[config.mk]
export PLATFORM = sky130hd
export DESIGN_NAME = dual_quadrature_encoder_counter_top_flat
export DESIGN_NICKNAME = d
export VERILOG_FILES = /design/src/rtl/dqec_pkg.sv /design/src/rtl/dqec_in_if.sv /design/src/rtl/dqec_out_if.sv /design/src/rtl/dqec_channel.sv /design/src/rtl/dual_quadrature_encoder_counter_top.sv /design/src/flat_wrapper.sv
export SDC_FILE = /design/constraint.sdc
export NUM_CORES = 1
export LEC_CHECK = 0
export BUFFER_PORTS_ARGS = -buffer_cell sky130_fd_sc_hd__buf_2
export CAP_MARGIN = 0
export CORE_UTILIZATION = 60
export CTS_BUF_LIST = sky130_fd_sc_hd__clkbuf_8
export DETAILED_ROUTE_END_ITERATION = 6
export PLACE_DENSITY = 0.95
export SYNTH_ARGS = -nofsm -noshare
export SYNTH_HDL_FRONTEND = slang
export SYNTH_SLANG_ARGS = --single-unit
[constraint.sdc]
create_clock -name clk -period 10.3 [get_ports clk]
set_clock_uncertainty 0.05 [all_clocks]
set_input_delay 3.09 -clock clk [delete_from_list [all_inputs] [get_ports clk]]
set_output_delay 3.09 -clock clk [all_outputs]
set_load 0.02 [all_outputs]
[src/rtl/dqec_pkg.sv]
// Shared types, constants and the step lookup for the dual quadrature encoder counter.
// No dependencies; dqec_channel and the top level import this package.
package dqec_pkg;

    // Item codes carried in the func field.
    localparam logic FUNC_SAMPLE   = 1'b0;
    localparam logic FUNC_SUBTRACT = 1'b1;

    // Standard x4 decode table: sixteen 2-bit steps, entry h at bits [2h+1:2h].
    localparam logic [31:0] STEP_TABLE_RESET = 32'd876855580;

    // Pin bits that belong to each motor.
    localparam logic [3:0] PINS_MASK_A = 4'h5;
    localparam logic [3:0] PINS_MASK_B = 4'hA;

    // Control bundle that the top level hands to each channel.
    typedef struct packed {
        logic       load;     // a word is accepted this cycle
        logic       func;     // FUNC_SAMPLE or FUNC_SUBTRACT
        logic       changed;  // one of this motor's pins moved
        logic [1:0] pair;     // current pin pair, pin1 high, pin2 low
    } dqec_chan_ctl_t;

    // Sign-extended step for a 4-bit history index.
    function automatic logic [31:0] step_lookup(input logic [31:0] tbl, input logic [3:0] idx);
        logic [1:0] e;
        e = tbl[{idx, 1'b0} +: 2];
        return {{30{e[1]}}, e};
    endfunction

endpackage

[src/rtl/dqec_in_if.sv]
// Input channel interface: valid/ready handshake with one sample or subtract word.
// Depends on nothing.
interface dqec_in_if;
    logic               valid;
    logic               ready;
    logic               func;
    logic [3:0]         pins;
    logic signed [31:0] offset_a;
    logic signed [31:0] offset_b;

    modport source (output valid, func, pins, offset_a, offset_b, input ready);
    modport sink   (input valid, func, pins, offset_a, offset_b, output ready);
endinterface

[src/rtl/dqec_out_if.sv]
// Output channel interface: valid/ready handshake with one word of both counts.
// Depends on nothing.
interface dqec_out_if;
    logic               valid;
    logic               ready;
    logic signed [31:0] count_a;
    logic signed [31:0] count_b;

    modport source (output valid, count_a, count_b, input ready);
    modport sink   (input valid, count_a, count_b, output ready);
endinterface

[src/rtl/dqec_channel.sv]
// One motor channel: transition history, step lookup and wrapping position count.
// Depends on dqec_pkg.
module dqec_channel
    import dqec_pkg::*;
(
    input  logic            clk,
    input  logic            rst_n,
    input  dqec_chan_ctl_t  ctl,
    input  logic [31:0]     offset,
    input  logic [31:0]     step_table,
    output logic [31:0]     position
);

    logic [3:0]  history_reg;
    logic [3:0]  history_next;
    logic [31:0] position_reg;
    logic [31:0] position_next;
    logic [3:0]  hist_shift;
    logic [31:0] step;

    // Shift the new pair into the history and look up its step.
    assign hist_shift = {history_reg[1:0], ctl.pair};
    assign step       = step_lookup(step_table, hist_shift);

    // Next state: subtract an offset, or advance on a pin change.
    always_comb
    begin
        history_next  = history_reg;
        position_next = position_reg;
        if (ctl.load)
        begin
            if (ctl.func == FUNC_SUBTRACT)
            begin
                position_next = position_reg - offset;
            end
            else if (ctl.changed)
            begin
                history_next  = hist_shift;
                position_next = position_reg + step;
            end
        end
    end

    // State registers.
    always_ff @(posedge clk or negedge rst_n)
    begin
        if (!rst_n)
        begin
            history_reg  <= '0;
            position_reg <= '0;
        end
        else
        begin
            history_reg  <= history_next;
            position_reg <= position_next;
        end
    end

    assign position = position_reg;

endmodule

[src/rtl/dual_quadrature_encoder_counter_top.sv]
// Dual quadrature encoder counter. Each input word is either a pin sample, which advances
// the motor A and motor B counts by steps from the programmable x4 decode table when their
// pins move, or a subtract command that removes offsets from both counts. Every word yields
// one output word with both 32-bit wrapping counts, in the cycle after it is accepted. The
// block takes one word per clock while the sink keeps up; the table lookup and 32-bit add
// are combinational and feed the count registers, which also serve as the output register.
// Input ready drops only while a finished result is held and the sink is not taking it.
// Write step_table only while idle. Depends on dqec_pkg, dqec_in_if, dqec_out_if, dqec_channel.
module dual_quadrature_encoder_counter_top
    import dqec_pkg::*;
(
    input  logic         clk,
    input  logic         rst_n,
    input  logic         cfg_we,
    input  logic [31:0]  cfg_wdata,
    dqec_in_if.sink      sample_in,
    dqec_out_if.source   count_out
);

    logic [31:0]    step_table_reg;
    logic [3:0]     last_pins_reg;
    logic [3:0]     last_pins_next;
    logic           out_valid_reg;
    logic           out_valid_next;
    logic           accept;
    logic [3:0]     changed;
    dqec_chan_ctl_t ctl_a;
    dqec_chan_ctl_t ctl_b;
    logic [31:0]    position_a;
    logic [31:0]    position_b;

    // Take a new word whenever the output slot is empty or being emptied.
    assign sample_in.ready = !out_valid_reg || count_out.ready;
    assign accept          = sample_in.valid && sample_in.ready;
    assign changed         = sample_in.pins ^ last_pins_reg;

    // Per-motor control.
    always_comb
    begin
        ctl_a.load    = accept;
        ctl_a.func    = sample_in.func;
        ctl_a.changed = |(changed & PINS_MASK_A);
        ctl_a.pair    = {sample_in.pins[0], sample_in.pins[2]};
        ctl_b.load    = accept;
        ctl_b.func    = sample_in.func;
        ctl_b.changed = |(changed & PINS_MASK_B);
        ctl_b.pair    = {sample_in.pins[1], sample_in.pins[3]};
    end

    dqec_channel u_chan_a (
        .clk        (clk),
        .rst_n      (rst_n),
        .ctl        (ctl_a),
        .offset     (sample_in.offset_a),
        .step_table (step_table_reg),
        .position   (position_a)
    );

    dqec_channel u_chan_b (
        .clk        (clk),
        .rst_n      (rst_n),
        .ctl        (ctl_b),
        .offset     (sample_in.offset_b),
        .step_table (step_table_reg),
        .position   (position_b)
    );

    // Pin memory moves on every sample word; output valid follows accepts.
    always_comb
    begin
        last_pins_next = last_pins_reg;
        if (accept && sample_in.func == FUNC_SAMPLE)
        begin
            last_pins_next = sample_in.pins;
        end
        out_valid_next = out_valid_reg;
        if (accept)
        begin
            out_valid_next = 1'b1;
        end
        else if (count_out.ready)
        begin
            out_valid_next = 1'b0;
        end
    end

    // Control and configuration registers.
    always_ff @(posedge clk or negedge rst_n)
    begin
        if (!rst_n)
        begin
            step_table_reg <= STEP_TABLE_RESET;
            last_pins_reg  <= '0;
            out_valid_reg  <= 1'b0;
        end
        else
        begin
            if (cfg_we)
            begin
                step_table_reg <= cfg_wdata;
            end
            last_pins_reg <= last_pins_next;
            out_valid_reg <= out_valid_next;
        end
    end

    // The count registers are the output word.
    assign count_out.valid   = out_valid_reg;
    assign count_out.count_a = position_a;
    assign count_out.count_b = position_b;

    // Every accepted word produces a result in the next cycle.
    assert property (@(posedge clk) disable iff (!rst_n)
        accept |=> out_valid_reg)
        else $error("accepted word did not raise output valid");

    // A held result that is not taken blocks the input.
    assert property (@(posedge clk) disable iff (!rst_n)
        (out_valid_reg && !count_out.ready) |-> !sample_in.ready)
        else $error("input ready while output stalled");

    // Subtract words leave the pin memory alone.
    assert property (@(posedge clk) disable iff (!rst_n)
        (accept && sample_in.func == FUNC_SUBTRACT) |=> $stable(last_pins_reg))
        else $error("subtract word changed last pins");

    // Counts move only when a word is accepted.
    assert property (@(posedge clk) disable iff (!rst_n)
        !accept |=> ($stable(position_a) && $stable(position_b)))
        else $error("count changed without an accepted word");

endmodule

[src/flat_wrapper.sv]
// flat-port wrapper written by rule: the top's interface ports become plain ports
module dual_quadrature_encoder_counter_top_flat import dqec_pkg::*;
  (clk, rst_n, cfg_we, cfg_wdata, sample_in_valid, sample_in_func, sample_in_pins, sample_in_offset_a, sample_in_offset_b, sample_in_ready, count_out_valid, count_out_count_a, count_out_count_b, count_out_ready);
  dqec_in_if sample_in_i ();
  dqec_out_if count_out_i ();
  input  logic clk;
  input  logic rst_n;
  input  logic cfg_we;
  input  logic [31:0] cfg_wdata;
  input wire logic [$bits(sample_in_i.valid)-1:0] sample_in_valid;
  input wire logic [$bits(sample_in_i.func)-1:0] sample_in_func;
  input wire logic [$bits(sample_in_i.pins)-1:0] sample_in_pins;
  input wire logic [$bits(sample_in_i.offset_a)-1:0] sample_in_offset_a;
  input wire logic [$bits(sample_in_i.offset_b)-1:0] sample_in_offset_b;
  output wire logic [$bits(sample_in_i.ready)-1:0] sample_in_ready;
  output wire logic [$bits(count_out_i.valid)-1:0] count_out_valid;
  output wire logic [$bits(count_out_i.count_a)-1:0] count_out_count_a;
  output wire logic [$bits(count_out_i.count_b)-1:0] count_out_count_b;
  input wire logic [$bits(count_out_i.ready)-1:0] count_out_ready;
  assign sample_in_i.valid = sample_in_valid;
  assign sample_in_i.func = sample_in_func;
  assign sample_in_i.pins = sample_in_pins;
  assign sample_in_i.offset_a = sample_in_offset_a;
  assign sample_in_i.offset_b = sample_in_offset_b;
  assign sample_in_ready = sample_in_i.ready;
  assign count_out_valid = count_out_i.valid;
  assign count_out_count_a = count_out_i.count_a;
  assign count_out_count_b = count_out_i.count_b;
  assign count_out_i.ready = count_out_ready;
  dual_quadrature_encoder_counter_top u_core (.clk(clk), .rst_n(rst_n), .cfg_we(cfg_we), .cfg_wdata(cfg_wdata), .sample_in(sample_in_i), .count_out(count_out_i));
endmodule
==> results of run 1 <==
kinds of logic after synthesis:
family / Yosys count / share of synthesized area
AOI/OAI and AO/OA: 332 / 0.251
xor gates and xnor gates: 42 / 0.0435
adders and majority gates: 66 / 0.0995
buffers and inverters: 75 / 0.0354
DFF: 105 / 0.313
muxes: 63 / 0.110
and+or+nand+nor: 250 / 0.148
worst min path at each step:
stage / start / endpoint / slack, ns / cells after the start
after floorplan: u_core.last_pins_reg[0] / u_core.u_chan_a.history_reg[1] / 0.41 / 1
after global placement: u_core.last_pins_reg[1] / u_core.u_chan_b.history_reg[1] / 0.42 / 1
after detailed placement: u_core.last_pins_reg[1] / u_core.u_chan_b.history_reg[1] / 0.44 / 1
after CTS: u_core.last_pins_reg[1] / u_core.u_chan_b.history_reg[1] / 0.44 / 1
after global routing: u_core.last_pins_reg[1] / u_core.u_chan_b.history_reg[1] / 0.47 / 1
final: u_core.last_pins_reg[1] / u_core.u_chan_b.history_reg[1] / 0.43 / 1
where the power goes:
| part | total (uW) | internal, uW | switching (uW) | leakage [uW] |
|---|---|---|---|---|
| combinational | 2040 | 829 | 1210 | 0.00309 |
| clock | 294 | 138 | 157 | 0.000111 |
| sequential | 696 | 559 | 137 | 0.00125 |
| total | 3030 | 1530 | 1500 | 0.00445 |
metrics by stage:
stage | total power [uW] | utilization | cells
floorplan | 2210 | - | 933
global placement | 2610 | 0.677 | 1237
detailed placement | 2690 | 0.677 | 1237
CTS | 3000 | 0.693 | 1253
global route | 3260 | 0.693 | 1253
finish | 3030 | 0.693 | 1254
Yosys cell counts (all sizes together) (7+ instances only):
cell / n
a211oi: 9
a21o: 42
a21oi: 122
a31oi: 7
and3: 10
buf: 17
clkbuf: 34
dfrtp: 93
dfstp: 12
ha: 64
inv: 24
mux2: 40
mux4: 20
nand2: 89
nand2b: 12
nand3: 24
nand4: 15
nor2: 38
nor2b: 11
nor3: 10
nor3b: 10
o211ai: 9
o21a: 15
o21ai: 78
o21bai: 9
o31ai: 10
or3: 10
xnor2: 19
xor2: 23
layout by cell type, fill, tap and decap left out, drive strengths merged, types with 3 or more instances in the layout:
| cell | instances |
|---|---|
| mux2i | 3 |
| xnor2 | 19 |
| or2 | 5 |
| dfrtp | 93 |
| a21boi | 6 |
| buf | 175 |
| o21ai | 78 |
| a211oi | 9 |
| nand2b | 12 |
| nor3 | 10 |
| nand2 | 89 |
| nand3 | 24 |
| a21o | 42 |
| inv | 27 |
| nor2b | 11 |
| o21bai | 9 |
| ha | 64 |
| o211ai | 9 |
| xor2 | 23 |
| or3 | 10 |
| o31ai | 10 |
| nor2 | 38 |
| nand4 | 15 |
| dfstp | 12 |
| o21a | 15 |
| clkbuf | 9 |
| nor3b | 10 |
| a21oi | 122 |
| a2111oi | 3 |
| or4 | 3 |
| nor4b | 3 |
| o311ai | 4 |
| o22ai | 4 |
| a31oi | 7 |
| mux4 | 20 |
| and3 | 10 |
| and4 | 3 |
| mux2 | 40 |
layout make-up:
class | count | area share
sequential | 105 | 0.276
tap | 180 | 0.0235
timing repair buffer | 175 | 0.0927
antenna | 1 | 0.000261
clock buffer | 9 | 0.0129
inverter | 24 | 0.00940
multi-input combinational | 753 | 0.576
clock inverter | 7 | 0.00979
per-layer routing:
| metal | part of all wire | wire [um] | vias up |
|---|---|---|---|
| li1 | - | - | 3740 |
| met1 | 0.41 | 9050 | 3773 |
| met2 | 0.48 | 10500 | 376 |
| met3 | 0.071 | 1550 | 67 |
| met4 | 0.036 | 782 | 2 |
| met5 | 0.00050 | 11 | - |
==> results.md, run 1 <==
- The run finished with clean final reports.
- The number of iterations in the first detailed-routing pass is 5.
- The count of standard-cell rows is 43.
- The die is 121 um wide.
- The unique cell type count in the Yosys netlist is between 70 and 80.
- Detailed routing inserted a total of 7,958 vias.
- The number of input and output port buffers inserted is 171.
- The mean cell area of the mapped netlist is 9.06 um^2.
- Compared with the post-synthesis result, the final layout area differs by 13.4%.
- The tree is rooted in a sky130_fd_sc_hd__clkbuf_8.
- The detailed router finished its first iteration with about 730 violations.
- The delay of the slowest cell on the worst path is 0.55 ns.
- Grouping stages by cell kind, the critical path spends the most delay in multiplexers.
- For this block, the routed nets add up to 21,900 um of wire.
- The critical path crosses 17 cells after its start point.
- The die is 121 um tall.
- After layout, the minimum clock period comes to 7.10 ns.
- The nature of the critical path endpoint is a register.
- The critical path contains buffers and inverters numbering 3 combined.
- The power per unit of standard cell area is 316 nW/um^2.
- The largest net degree at the start of global routing is between 70 and 80.
- The fraction of registers with async set/reset is 1.00.
- In this run the register-to-register setup slack is 5.82 ns.
- The total overflow left after global routing is 0.
- Max-cap violations in this run came to 0.
- Clock-pin slew was measured on the worst setup and hold paths at between 0.1 and 0.15 ns.
- The core region area is 13,800 um^2.
- Summed over all cells, the static leakage comes to 0.00445 uW.
- Before CTS, the worst setup slack after placement is 2.82 ns.
- The via count of the first global-routing pass was 7,591.
- The synthesized design contains 0 enable-type register cells.
- The number of nets produced by synthesis is 1,105.
- The footprint of the multi-input gates is between 5000 and 6000 um^2.
- In this run the critical register-to-register path is captured at u_core.u_chan_a.position[30].
- The congestion estimate from routability-driven global placement came to 0.939.
- For this run, global-route usage on met1 was measured as 0.393.
- The remaining antenna violation count after routing is 0.
- In this run, synthesis produced a sequential element count of 105.
- In the synthesized netlist the dominant register cell turns out to be sky130_fd_sc_hd__dfrtp_1.
- The number of hold buffers added after CTS was 0.
- The count of final setup violators is 0.
- The worst endpoint required time is 10.52 ns.
- The insertion delay to the later sink of the worst-skew pair is 0.40 ns.
- The post-cts gate resize count is 0.
- The library cell with the largest summed area after synthesis is sky130_fd_sc_hd__dfrtp_1.
- The post-route worst hold slack is 0.434 ns.
- The timing endpoint of the critical path is u_core.u_chan_a.position[30].
- In this run the critical register-to-register path is launched from u_core.step_table_reg[31].
- The number of max-slew violations in the final report is 0.
- The number of buffers created by CTS is 9.
- The met3 track demand over resource is 0.0566.
- The setup TNS is 0 ns.
- In the global route stage, overall resource usage came out at 0.309.
- The number of antenna violations at the first check in global routing came to 1.
- Dividing the detail-routed via count by the number of cells gives between 6 and 7.
- The signal on the critical path passes through buf_2, mux4_2, mux4_2, inv_1, ha_1, nor2b_2, buf_4, a21oi_1, ha_1, a21oi_1, o21ai_0, or3_4, o211ai_1, nand2_1, a31oi_2, mux2i_1, nand4_1.
- The worst hold-check path type is register to register.
- The mapped cell area is roughly 8500 um^2.
- Setup repair after global routing left no endpoint under its margin.
- The share of synthesized area in the top cell type comes to 0.275.
- The filler cells instantiated in the layout total 1,075.
- The proportion of layout cells with a drive suffix above 1 is 0.267.
- The type of the setup path with the least slack is primary input to register.
- The total number of nets in the final design is 1,240.
- Counting cells, the worst reg-to-reg path comes to 16.
- The DRC violations left is 0.
- The area used by sequential logic in the layout is 2640 um^2.
- The boundary pin count is 172.
- The initial utilization of the core area, before any placement, comes to 0.611.
- The arrival time of data at the critical path endpoint is 7.32 ns.
- The sum of net half-perimeters after detailed placement is 16,200 um.
- The die area is 14,600 um^2.
- Of the synthesized area, sequential elements account for 0.313.
- The worst-case IR drop observed on VDD is 0.000193 V.
- The critical path's slowest cell is sky130_fd_sc_hd__mux4_2.
- The count of yosys warnings during synthesis is 0.
- The global routing met2 resource utilization is 0.509.
- In the finished design, the share of the clock period the worst path needs comes to 0.689.
- For the pin with the worst max-slew slack, the measured transition is 1.17 ns.
- STA classifies the critical path startpoint as a primary input.
- The H-tree was split into 3 levels.
- The total clock sinks is 105.
- The total placed instance area is 9360 um^2.
- Along the worst path, the maximum fanout reaches 30.
- The longest clock path from root to sink contains 2 buffers.
- By area the synthesized netlist is led by sky130_fd_sc_hd__dfrtp_1 28%, sky130_fd_sc_hd__ha_1 9.5%, sky130_fd_sc_hd__a21oi_1 7.0%, sky130_fd_sc_hd__mux2_2 5.3%, sky130_fd_sc_hd__mux4_2 5.3%.
- The average detailed-routed wire length per instance is 17.5 um.
- The least setup slack across all paths after layout is 3.20 ns.
- The post-synthesis cell count is about 930.
- The first global-routing pass estimated ~36,000 um of wire.
- The worst max-slew margin expressed relative to the limit is 0.221.
- The fmax is 141 MHz.
- The final-report hold violation count came to 0.
- Once layout is done, the placed cells without fillers occupy around 9600 um^2.
- The critical path starts at sample_in_pins[2].
- The busiest layer in global routing is met2.
- The number of post-CTS setup repair buffers is 0.
- TritonCTS built the clock tree.
Note: power is estimated with default switching activity, not from simulation.
==> run 2, diff against run 1 <==
Settings changed: CORE_UTILIZATION 60 to 58, PLACE_DENSITY 0.95 to 0.93.
Clock period 10.3 ns to 7.4 ns, I/O delays scaled along.
==> run 2 against run 1 <==
- critical path depth unchanged
- combinational power increased by 39%
- final cell count stayed put
- global-route usage shrank 2.0 points
- wire length decreased by 1.5%
- highest routed layer is now met4
==> results.md, run 2 (synthesized netlist as in run 1, its figures left out) <==
- The layout has 1,091 filler cells.
- The arrival time of data at the critical path endpoint is between 6 and 7 ns.
- The summed area of non-filler cells in the final layout is 9560 um^2.
- The count of standard-cell rows is 43.
- TritonCTS created 9 clock buffers.
- The post-synthesis to final-layout area growth is 13.1%.
- The die outline width is ~120 um.
- Setup violations remaining at the end of the flow were counted as 0.
- 0 antenna diodes ended up in the layout.
- The ratio of routed vias to standard cells is 6.29.
- The H-tree was split into 3 levels.
- The final-report hold violation count is 0.
- The floorplan step set the die height to 123 um.
- The total number of nets in the final design is 1,241.
- The maximum root-to-sink buffer count is 2.
- The internal reg-to-reg setup slack is 2.90 ns.
- The launching element of the worst setup path is sample_in_pins[2].
- The time the final worst path needs with I/O delays and setup is 6.24 ns.
- The busiest layer in global routing is met2.
- The via count of the first global-routing pass is about 7,300.
- The number of antenna violations at the first check in global routing is 1.
- The maximum vdd drop is 0.000234 V.
- The first detailed-routing pass ran for 5 iterations.
- After global routing the overflow that remains totals 0.
- Summing all placed instances gives a cell area of 9370 um^2.
- The die area is ~15,000 um^2.
- In this run the worst setup path terminates at u_core.u_chan_a.position[30].
- Counting every sink on the clock net gives about 110.
- STA classifies the critical path endpoint as a register.
- The fmax is between 150 and 200 MHz.
- Once detail routing completed, the nets flagged for antenna violations numbered 0.
- After clock tree synthesis, the flow added hold-fix buffers numbering 0.
- In the layout the commonest cells are 170 x sky130_fd_sc_hd__buf_2, 118 x sky130_fd_sc_hd__a21oi_1, 93 x sky130_fd_sc_hd__dfrtp_1, 89 x sky130_fd_sc_hd__nand2_1, 72 x sky130_fd_sc_hd__o21ai_0.
- The insertion delay to the later sink of the worst-skew pair is 0.40 ns.
- In the final layout, the share of cells above drive strength 1 is 0.269.
- The root cell of the clock tree is sky130_fd_sc_hd__clkbuf_8.
- The largest net degree at the start of global routing is 72.
- Along the worst path, the maximum fanout reaches 30.
- The utilization after layout is 0.681.
- The library cell used most frequently in the layout, excluding fill and tap cells, is sky130_fd_sc_hd__buf_2.
- The largest single stage delay on the critical path is 0.57 ns.
- For met1 alone, demand over resource in global routing was 0.373.
- The global-route wire length before repair is around 34,000 um.
- The launching element type of the critical path is a primary input.
- Gates resized during post-CTS repair numbered 0.
- The met3 track demand over resource is 0.0646.
- The DRC violations left is 0.
- At the pin with the least slew margin, the transition time is 1.15 ns.
- The type of the setup path with the least slack is primary input to register.
- The portion of the clock cycle consumed by the worst path in the final layout is 0.843.
- The clock tree from TritonCTS is done.
- The worst hold-check path type is register to register.
- The core region is 14,000 um^2.
- The end of the worst register-to-register path is u_core.u_chan_a.position[30].
- For this design, the slowest cell found on the critical path is sky130_fd_sc_hd__mux4_2.
- At the worst endpoint, the required time is 7.64 ns.
- Summed over all nets, the half-perimeter wirelength after detailed placement is 16,200 um.
- The global routing usage summed across all routing layers is 0.290.
- Summed over all cells, the static leakage comes to 0.00445 uW.
- The number of max-slew violations in the final report was 0.
- The critical path goes through buf_2, mux4_2, mux4_2, inv_1, ha_1, nor2b_2, buf_4, a21oi_1, ha_1, a21oi_1, o21ai_0, or3_4, o211ai_1, nand2_1, a31oi_2, mux2i_1, nand4_1.
- The worst max-slew margin expressed relative to the limit is 0.236.
- For met2 alone, demand over resource in global routing was 0.466.
- The setup TNS is 0 ns.
- Setup repair after global routing left no endpoint under its margin.
- The routed layout has 7,883 vias.
- The flow ran to the end, and the final reports show no timing, DRC or antenna violations.
- In this run the post-CTS setup repair buffer count came out at 0.
- Input and output buffers added on the ports amount to 171.
- In this run the power density over the cells is 436 nW/um^2.
- The depth of the worst register-to-register path is 16.
- The tool flagged a number of max-cap violations equal to 0.
- The clock slew at the register clock pins of the worst setup and hold paths is roughly 0.11 ns.
- For this design the top-level I/O count stands at 172.
- After detailed routing, the total wire length is 21,600 um.
- The number of design-rule violations left by the first detailed-router iteration is 646.
- The launch instance of the worst register-to-register path is u_core.step_table_reg[31].
- The final weighted congestion in routability-driven placement is 0.946.
- For this configuration, the core starts out at a cell density of 0.602.
- Dividing the detail-routed wire length by the instance count gives 17.2 um.
-- run 2: cell types whose count changed in the layout (fill, tap and decap cells not counted) --
cell / previous run / this run
sky130_fd_sc_hd__diode_2: 1 / 0
sky130_fd_sc_hd__inv_8: 0 / 3
sky130_fd_sc_hd__bufinv_16: 2 / 0
sky130_fd_sc_hd__buf_4: 5 / 6
sky130_fd_sc_hd__clkbuf_8: 9 / 10
sky130_fd_sc_hd__clkinvlp_4: 1 / 0
sky130_fd_sc_hd__inv_1: 25 / 24
-- run 2: worst min-delay path by stage --
stage | from | to | slack (ns) | depth (start not counted)
6_report | u_core.u_chan_a.position[12] | u_core.u_chan_a.position[12] | 0.47 | 2
5_1_grt | u_core.last_pins_reg[0] | u_core.u_chan_a.history_reg[1] | 0.48 | 1
4_1_cts | u_core.last_pins_reg[1] | u_core.u_chan_b.history_reg[1] | 0.47 | 1
3_5_place_dp | u_core.u_chan_a.position[0] | u_core.u_chan_a.position[0] | 0.45 | 2
3_3_place_gp | u_core.last_pins_reg[0] | u_core.u_chan_a.history_reg[1] | 0.42 | 1
2_1_floorplan | u_core.last_pins_reg[0] | u_core.u_chan_a.history_reg[1] | 0.41 | 1
-- run 2: cell type report --
class	count	area, um^2	share of cell area
Multi-Input combinational cell	753	5520	0.577
Sequential cell	105	2640	0.276
Tap cell	180	225	0.0235
Clock buffer	10	138	0.0144
Timing Repair Buffer	176	896	0.0937
Clock inverter	6	56.3	0.00589
Inverter	24	90.1	0.00942
-- run 2: power by group --
group          internal (uW)  total, uW  switching, uW  leakage, uW
clock                    141        370            229     0.000103
sequential               778        965            186      0.00125
combinational           1150       2830           1680      0.00309
-- run 2: per-layer routing --
metal	up-vias	wire length (um)	part of all wire
met1	3745	9250	0.43
met2	343	10100	0.47
li1	3734	-	-
met3	61	1550	0.072
met5	-	0	0
met4	0	689	0.032
-- run 2: worst max-delay path: cells and delay by family --
family / cells / cell delay (ns)
mux: 3 / 1.27
fa+ha+maj: 2 / 0.50
compound gates: 5 / 1.00
simple gates: 4 / 0.78
buf+inv: 3 / 0.72
-- run 2: per-stage QoR --
step | total power [uW] | instances | setup slack (ns) | hold slack [ns]
final | 4170 | 1254 | 1.16 | 0.469
after global routing | 4490 | 1254 | 0.861 | 0.482
after CTS | 4130 | 1254 | 1.21 | 0.472
after detailed placement | 3740 | 1238 | 0.779 | 0.447
after global placement | 3640 | 1238 | 0.904 | 0.424
after floorplan | 3080 | 933 | 1.02 | 0.407
